**src/hw/rtl/hrbb_pkg.sv**
```systemverilog
`timescale 1ns / 1ps

package hrbb_pkg;

  // Field and register widths.
  localparam int COORD_BITS_DEF = 12;
  localparam int RECT_W         = 12;
  localparam int OUT_W          = 16;
  localparam int COEF_W         = 32;
  localparam int CFG_W          = 64;
  localparam int CFG_IDX_W      = 3;
  localparam int CORNERS        = 4;

  // The quotient is num * 2^12 * 2^16 / den, so the numerator moves up by 28 bits.
  localparam int FRAC_SHIFT      = 28;
  // Quotient bits below the saturation point of 2^40 in Q.16.
  localparam int QUOT_BITS       = 56;
  localparam int STEPS_PER_STAGE = 2;
  localparam int DIV_STAGES      = QUOT_BITS / STEPS_PER_STAGE;

  // Signed Q.16 corner values and their differences.
  localparam int VAL_W  = QUOT_BITS + 2;
  localparam int DIFF_W = VAL_W + 1;
  localparam logic signed [VAL_W-1:0] START_MIN = VAL_W'(64'sd999999 * 64'sd65536);

  // Pipeline depths of the three parts.
  localparam int PROJ_LAT   = 3;
  localparam int DIV_LAT    = DIV_STAGES + 2;
  localparam int REDUCE_LAT = 4;

  // Configuration register indexes.
  typedef enum logic [CFG_IDX_W-1:0] {
    CFG_H00_H01 = 3'd0,
    CFG_H02_H10 = 3'd1,
    CFG_H11_H12 = 3'd2,
    CFG_H20_H21 = 3'd3,
    CFG_H22     = 3'd4
  } cfg_idx_t;

  // Unpacked view of the homography.
  typedef struct packed {
    logic signed [COEF_W-1:0] h00;
    logic signed [COEF_W-1:0] h01;
    logic signed [COEF_W-1:0] h02;
    logic signed [COEF_W-1:0] h10;
    logic signed [COEF_W-1:0] h11;
    logic signed [COEF_W-1:0] h12;
    logic signed [COEF_W-1:0] h20;
    logic signed [COEF_W-1:0] h21;
    logic signed [COEF_W-1:0] h22;
  } coef_t;

endpackage

```
**src/hw/rtl/hrbb_reduce.sv**
```systemverilog
`timescale 1ns / 1ps

// Bounding box of the mapped corners, then truncation and saturation.
module hrbb_reduce
  import hrbb_pkg::*;
(
  input  logic                    clk,
  input  logic                    en,
  input  logic signed [VAL_W-1:0] qx [CORNERS],
  input  logic signed [VAL_W-1:0] qy [CORNERS],
  input  logic [CORNERS-1:0]      zero,
  output logic [OUT_W-1:0]        out_x,
  output logic [OUT_W-1:0]        out_y,
  output logic [OUT_W-1:0]        out_width,
  output logic [OUT_W-1:0]        out_height,
  output logic                    divide_fault
);

  localparam logic signed [DIFF_W-1:0] ROUND_UP = DIFF_W'(65535);
  localparam logic signed [DIFF_W-1:0] S16_MIN  = -DIFF_W'(32768);
  localparam logic signed [DIFF_W-1:0] S16_MAX  = DIFF_W'(32767);
  localparam logic signed [DIFF_W-1:0] U16_MAX  = DIFF_W'(65535);

  function automatic logic signed [VAL_W-1:0] vmin(logic signed [VAL_W-1:0] a,
                                                   logic signed [VAL_W-1:0] b);
    return (b < a) ? b : a;
  endfunction

  function automatic logic signed [VAL_W-1:0] vmax(logic signed [VAL_W-1:0] a,
                                                   logic signed [VAL_W-1:0] b);
    return (b > a) ? b : a;
  endfunction

  // Truncate a Q.16 value toward zero.
  function automatic logic signed [DIFF_W-1:0] trunc_q16(logic signed [DIFF_W-1:0] v);
    return v[DIFF_W-1] ? ((v + ROUND_UP) >>> 16) : (v >>> 16);
  endfunction

  logic signed [VAL_W-1:0]  mnx_a_r [2], mny_a_r [2], mxx_a_r [2], mxy_a_r [2];
  logic                     fault_a_r, fault_b_r, fault_c_r, fault_d_r;
  logic signed [VAL_W-1:0]  mnx_b_r, mny_b_r, mxx_b_r, mxy_b_r;
  logic signed [VAL_W-1:0]  mnx_c_r, mny_c_r;
  logic signed [DIFF_W-1:0] dx_c_r, dy_c_r;
  logic signed [DIFF_W-1:0] tx, ty, tw, th;
  logic [OUT_W-1:0]         out_x_r, out_y_r, out_w_r, out_h_r;

  // Stage A: pairs of corners; a faulty corner stands in as the start value.
  for (genvar p = 0; p < 2; p++) begin : g_pair
    always_ff @(posedge clk) begin
      if (en) begin
        mnx_a_r[p] <= vmin(zero[2*p] ? START_MIN : qx[2*p],
                           zero[2*p+1] ? START_MIN : qx[2*p+1]);
        mny_a_r[p] <= vmin(zero[2*p] ? START_MIN : qy[2*p],
                           zero[2*p+1] ? START_MIN : qy[2*p+1]);
        mxx_a_r[p] <= vmax(zero[2*p] ? '0 : qx[2*p], zero[2*p+1] ? '0 : qx[2*p+1]);
        mxy_a_r[p] <= vmax(zero[2*p] ? '0 : qy[2*p], zero[2*p+1] ? '0 : qy[2*p+1]);
      end
    end
  end

  always_ff @(posedge clk) begin
    if (en) begin
      fault_a_r <= |zero;
    end
  end

  // Stage B: whole box, with the start values folded in.
  always_ff @(posedge clk) begin
    if (en) begin
      mnx_b_r   <= vmin(vmin(mnx_a_r[0], mnx_a_r[1]), START_MIN);
      mny_b_r   <= vmin(vmin(mny_a_r[0], mny_a_r[1]), START_MIN);
      mxx_b_r   <= vmax(vmax(mxx_a_r[0], mxx_a_r[1]), '0);
      mxy_b_r   <= vmax(vmax(mxy_a_r[0], mxy_a_r[1]), '0);
      fault_b_r <= fault_a_r;
    end
  end

  // Stage C: extents.
  always_ff @(posedge clk) begin
    if (en) begin
      dx_c_r    <= DIFF_W'(mxx_b_r) - DIFF_W'(mnx_b_r);
      dy_c_r    <= DIFF_W'(mxy_b_r) - DIFF_W'(mny_b_r);
      mnx_c_r   <= mnx_b_r;
      mny_c_r   <= mny_b_r;
      fault_c_r <= fault_b_r;
    end
  end

  // Stage D: truncate to integers and saturate to the output ranges.
  always_comb begin
    tx = trunc_q16(DIFF_W'(mnx_c_r));
    ty = trunc_q16(DIFF_W'(mny_c_r));
    tw = trunc_q16(dx_c_r);
    th = trunc_q16(dy_c_r);
  end

  always_ff @(posedge clk) begin
    if (en) begin
      out_x_r   <= (tx < S16_MIN) ? 16'h8000 : (tx > S16_MAX) ? 16'h7FFF : tx[OUT_W-1:0];
      out_y_r   <= (ty < S16_MIN) ? 16'h8000 : (ty > S16_MAX) ? 16'h7FFF : ty[OUT_W-1:0];
      out_w_r   <= tw[DIFF_W-1] ? 16'h0000 : (tw > U16_MAX) ? 16'hFFFF : tw[OUT_W-1:0];
      out_h_r   <= th[DIFF_W-1] ? 16'h0000 : (th > U16_MAX) ? 16'hFFFF : th[OUT_W-1:0];
      fault_d_r <= fault_c_r;
    end
  end

  assign out_x        = out_x_r;
  assign out_y        = out_y_r;
  assign out_width    = out_w_r;
  assign out_height   = out_h_r;
  assign divide_fault = fault_d_r;

endmodule

```
**config.mk**
```make
export PLATFORM = sky130hd
export DESIGN_NAME = hrbb_reduce
export DESIGN_NICKNAME = d
export VERILOG_FILES = /design/src/hw/rtl/hrbb_pkg.sv /design/src/hw/rtl/hrbb_reduce.sv
export SDC_FILE = /design/constraint.sdc
export NUM_CORES = 2
export LEC_CHECK = 0
export BUFFER_PORTS_ARGS = -buffer_cell sky130_fd_sc_hd__buf_2
export CAP_MARGIN = 20
export CORE_UTILIZATION = 35
export DETAILED_ROUTE_END_ITERATION = 7
export GPL_TIMING_DRIVEN = 0
export HOLD_SLACK_MARGIN = 0.03
export SKIP_CTS_REPAIR_TIMING = 1
export SLEW_MARGIN = 20
export SYNTH_ARGS = -nofsm -noshare
export SYNTH_HDL_FRONTEND = slang
export SYNTH_SLANG_ARGS = --single-unit
```
**constraint.sdc**
```tcl
create_clock -name clk -period 5.55 [get_ports clk]
set_input_delay 0.555 -clock clk [delete_from_list [all_inputs] [get_ports clk]]
set_output_delay 0.555 -clock clk [all_outputs]
set_load 0.02 [all_outputs]
```
==> summary.md <==
| Metric | Value |
|---|---|
| Final Net Count | `8437` |
| Worst path required time | `6.10 ns` |
| Layout cells sized above 1 | `0.1162` |
| Final period util | `0.9856` |
| Hold EP | `mxy_a_r[0][66]$_DFFE_PP_` |
| Slew HR | `0.2367` |
| Max-slew violations | `0` |
| CTS tree | `done` |
| Setup crit start kind | `input pin` |
| Synth warn | `0` |
| Gate Count Post-Synth | `6688` |
| Period minus WS final | `5.470 ns` |
| H-Tree Depth | `3` |
| Die area | `197200 µm²` |
| Antenna viol nets, final | `0` |
| Post-synthesis sequential area ratio | `0.4382` |
| Clock Path Buffers | `3` |
| IO buf count | `531` |
| Commonest non-fill, non-tap cell in the layout | `edfxtp_1` |
| Hold path startpoint | `qy[8]` |
| Vias per cell | `5.483` |
| Internal reg-to-reg setup slack | `0.43 ns` |
| Synth-to-Final Area Change | `14.20%` |
| Most frequent cells in the layout | `998 x edfxtp_1, 667 x inv_1, 625 x ha_1` |
| Hold path cells | `3` |
| Max Clock Skew | `0.07468 ns` |
| Clock root buffer | `clkbuf_16` |
| Die Height | `444.0 µm` |
| Kind of critical path | `in -> reg` |
| FP Rows | `161` |
| Worst endpoint data arrival time | `6.02 ns` |
| Final setup viols | `0` |
| Drt first pass iters | `5` |
| Drt initial violations | `4294` |
| Worst slew pin tran | `1.145 ns` |
| Vias after detailed routing | `54596` |
| Netlist Area Pre-Place | `68390 µm²` |
| Clk pin slew, worst setup/hold paths | `0.07 ns` |
| Post-DP Area | `74490 µm²` |
| Main synth FF type | `edfxtp_1` |
| Sink Count | `998` |
| I/O pins | `535` |
| Crit end category | `flop` |
| Post-synth EDFFs | `998` |
| Drt wl/cell | `25.51 µm` |
| Peak supply drop | `0.2885 mV` |
| Initial antenna violation count | `19` |
| Pin count of the biggest net entering global routing | `147` |
| P_leak | `34.49 nW` |
| Max frequency | `0.1828 GHz` |
| DRC | `0` |
| Detailed placement HPWL | `211500 µm` |
| Worst r2r src | `mny_a_r[0][11]$_DFFE_PP_` |
| First-pass GRT wire length | `362600 µm` |
| Post-layout power | `0.02870 W` |
| Final Instance Area | `78090 µm²` |
| Overflow after GRT | `0` |
| Max Cap Viol | `0` |
| GPL Wtd Cong | `1.040` |
| Skew-Pair Late Insertion Delay | `0.77 ns` |
| Met3 wire length | `12160 µm` |
| Synthesized flop and latch total | `998` |
| Met1 Wirelength | `100600 µm` |
| Core Region | `193400 µm²` |
| Horiz. Die Dim | `444.0 µm` |
| Top sig layer | `met5` |
| Worst reg2reg path depth | `15` |
| Pwr Density | `367.5 nW/µm²` |
| Tightest Hold Check Type | `in -> reg` |
| Initial Utilization | `0.3536` |
| GRT Total Usage | `0.2514` |
| Vias in the first global route | `54131` |
| Netlist cell types | `89` |
| RR Endpoint | `mny_b_r[15]$_SDFFCE_PP0P_` |
| Met2 WL post-DR | `124000 µm` |
| Ys async rst share | `0` |
| WL final | `254100 µm` |
| Crit Path Max Fanout | `10` |
| Status | `completed` |
| Placed Cells | `9755` |
| Finished Layout Cells | `9958` |
| CTS buffer count | `108` |
| Final hold violations | `0` |
| Synth Area per Inst | `10.23 µm²` |
## cell families (layout without fill, tap and decap cells)
group	Yosys count	in the layout	synth area share
other	1	10	0.00005484
adders and majority gates	628	628	0.1151
DFF	998	998	0.4382
and+or+nand+nor	2048	2048	0.1602
buffers and inverters	972	1707	0.05547
xor gates and xnor gates	171	171	0.02190
muxes	457	457	0.06707
AOI/OAI and AO/OA	1413	1413	0.1419
## layer usage
| metal | vias up | GRT usage |
|---|---|---|
| li1 | 26027 | - |
| met1 | 26303 | 0.2993 |
| met2 | 1835 | 0.4351 |
| met3 | 427 | 0.02648 |
| met4 | 4 | 0.1540 |
| met5 | - | 0 |
## worst max-delay path, cell delays in order
cell,delay (ns)
buf_2,0.21
buf_6,0.28
buf_6,0.29
clkbuf_4,0.32
nand2b_1,0.31
inv_1,0.09
ha_2,0.46
and4_1,0.25
and3_1,0.26
nand2_1,0.25
nor3_2,0.25
nand4_1,0.25
nor4_4,0.39
o21ai_1,0.22
and3_1,0.24
o21ai_2,0.35
buf_4,0.34
buf_4,0.32
mux2i_1,0.30
## how the worst max path moves through the flow
stage | start | endpoint | slack (ns) | depth (start not counted)
finish | zero[3] | mxy_a_r[0][114]$_DFFE_PP_ | 0.08 | 19
global route | zero[3] | mxy_a_r[0][114]$_DFFE_PP_ | -0.005 | 19
CTS | zero[3] | mxy_a_r[0][114]$_DFFE_PP_ | -1.55 | 19
detailed placement | zero[3] | mxy_a_r[0][114]$_DFFE_PP_ | -2.35 | 19
global placement | en | dy_c_r[58]$_DFFE_PP_ | -11.82 | 1
floorplan | zero[2] | mnx_a_r[0][58]$_DFFE_PP_ | 1.31 | 17
## flip-flops by register name (all words and copies together) (netlist names)
| signal | cells |
|---|---|
| divide_fault | 1 |
| dx_c_r | 59 |
| dy_c_r | 59 |
| fault_a_r | 1 |
| fault_b_r | 1 |
| fault_c_r | 1 |
| mnx_a_r | 116 |
| mnx_b_r | 58 |
| mnx_c_r | 58 |
| mny_a_r | 116 |
| mny_b_r | 58 |
| mny_c_r | 58 |
| mxx_a_r | 116 |
| mxx_b_r | 58 |
| mxy_a_r | 116 |
| mxy_b_r | 58 |
| out_height | 16 |
| out_width | 16 |
| out_x | 16 |
| out_y | 16 |
## power by group
group / internal (W) / total [W] / switching (W) / leakage, nW
clock: 0.00399 / 0.00727 / 0.00328 / 1.70
combinational: 0.00374 / 0.00988 / 0.00613 / 23.0
sequential: 0.0104 / 0.0115 / 0.00119 / 9.83
total: 0.0181 / 0.0287 / 0.0106 / 34.5
## Yosys cell counts, types with 38 or more instances
| master | count | area share |
|---|---|---|
| and3_1 | 90 | 0.0082 |
| o21a_1 | 47 | 0.0052 |
| ha_1 | 626 | 0.11 |
| mux2i_1 | 447 | 0.065 |
| edfxtp_1 | 998 | 0.44 |
| a41oi_1 | 54 | 0.0069 |
| a22o_1 | 116 | 0.015 |
| a32o_1 | 46 | 0.0067 |
| nor2_1 | 363 | 0.020 |
| nand2_1 | 329 | 0.018 |
| o22ai_1 | 38 | 0.0035 |
| a21oi_1 | 393 | 0.029 |
| nor2b_1 | 67 | 0.0061 |
| a21o_1 | 252 | 0.028 |
| xor2_1 | 74 | 0.0095 |
| nand2b_1 | 490 | 0.045 |
| clkbuf_1 | 220 | 0.012 |
| o21ai_0 | 190 | 0.014 |
| nor4_1 | 77 | 0.0070 |
| a211oi_1 | 40 | 0.0044 |
| nand4_1 | 140 | 0.013 |
| buf_2 | 53 | 0.0039 |
| nor3_1 | 195 | 0.014 |
| inv_1 | 667 | 0.037 |
| nand3_1 | 145 | 0.011 |
| xnor2_1 | 97 | 0.012 |
| or4_1 | 50 | 0.0055 |
## per-stage QoR
step                      setup slack (ns)  setup TNS, ns  hold WS, ns  utilization
after floorplan                      1.310              0       0.4003            -
final                              0.08002              0       0.1995       0.4038
after global placement              -11.82              -       0.4136       0.3837
after global routing             -0.004911      -0.004911       0.1791       0.4038
after detailed placement            -2.347        -306.49       0.4103       0.3852
after CTS                           -1.553        -112.12       0.1292       0.4034
## area by class of cell
cell class / instances / area (µm²)
diodes: 8 / 20.02
plain buffers: 305 / 1326
clock buffers: 118 / 2740
clock inverters: 77 / 788.3
fillers: 18825 / 115300
inverters: 667 / 2504
multi-input cells: 4719 / 34670
flip-flops and latches: 998 / 29970
well taps: 2526 / 3161
repair buffers: 540 / 2920
Power figures use the tool's default switching activity.
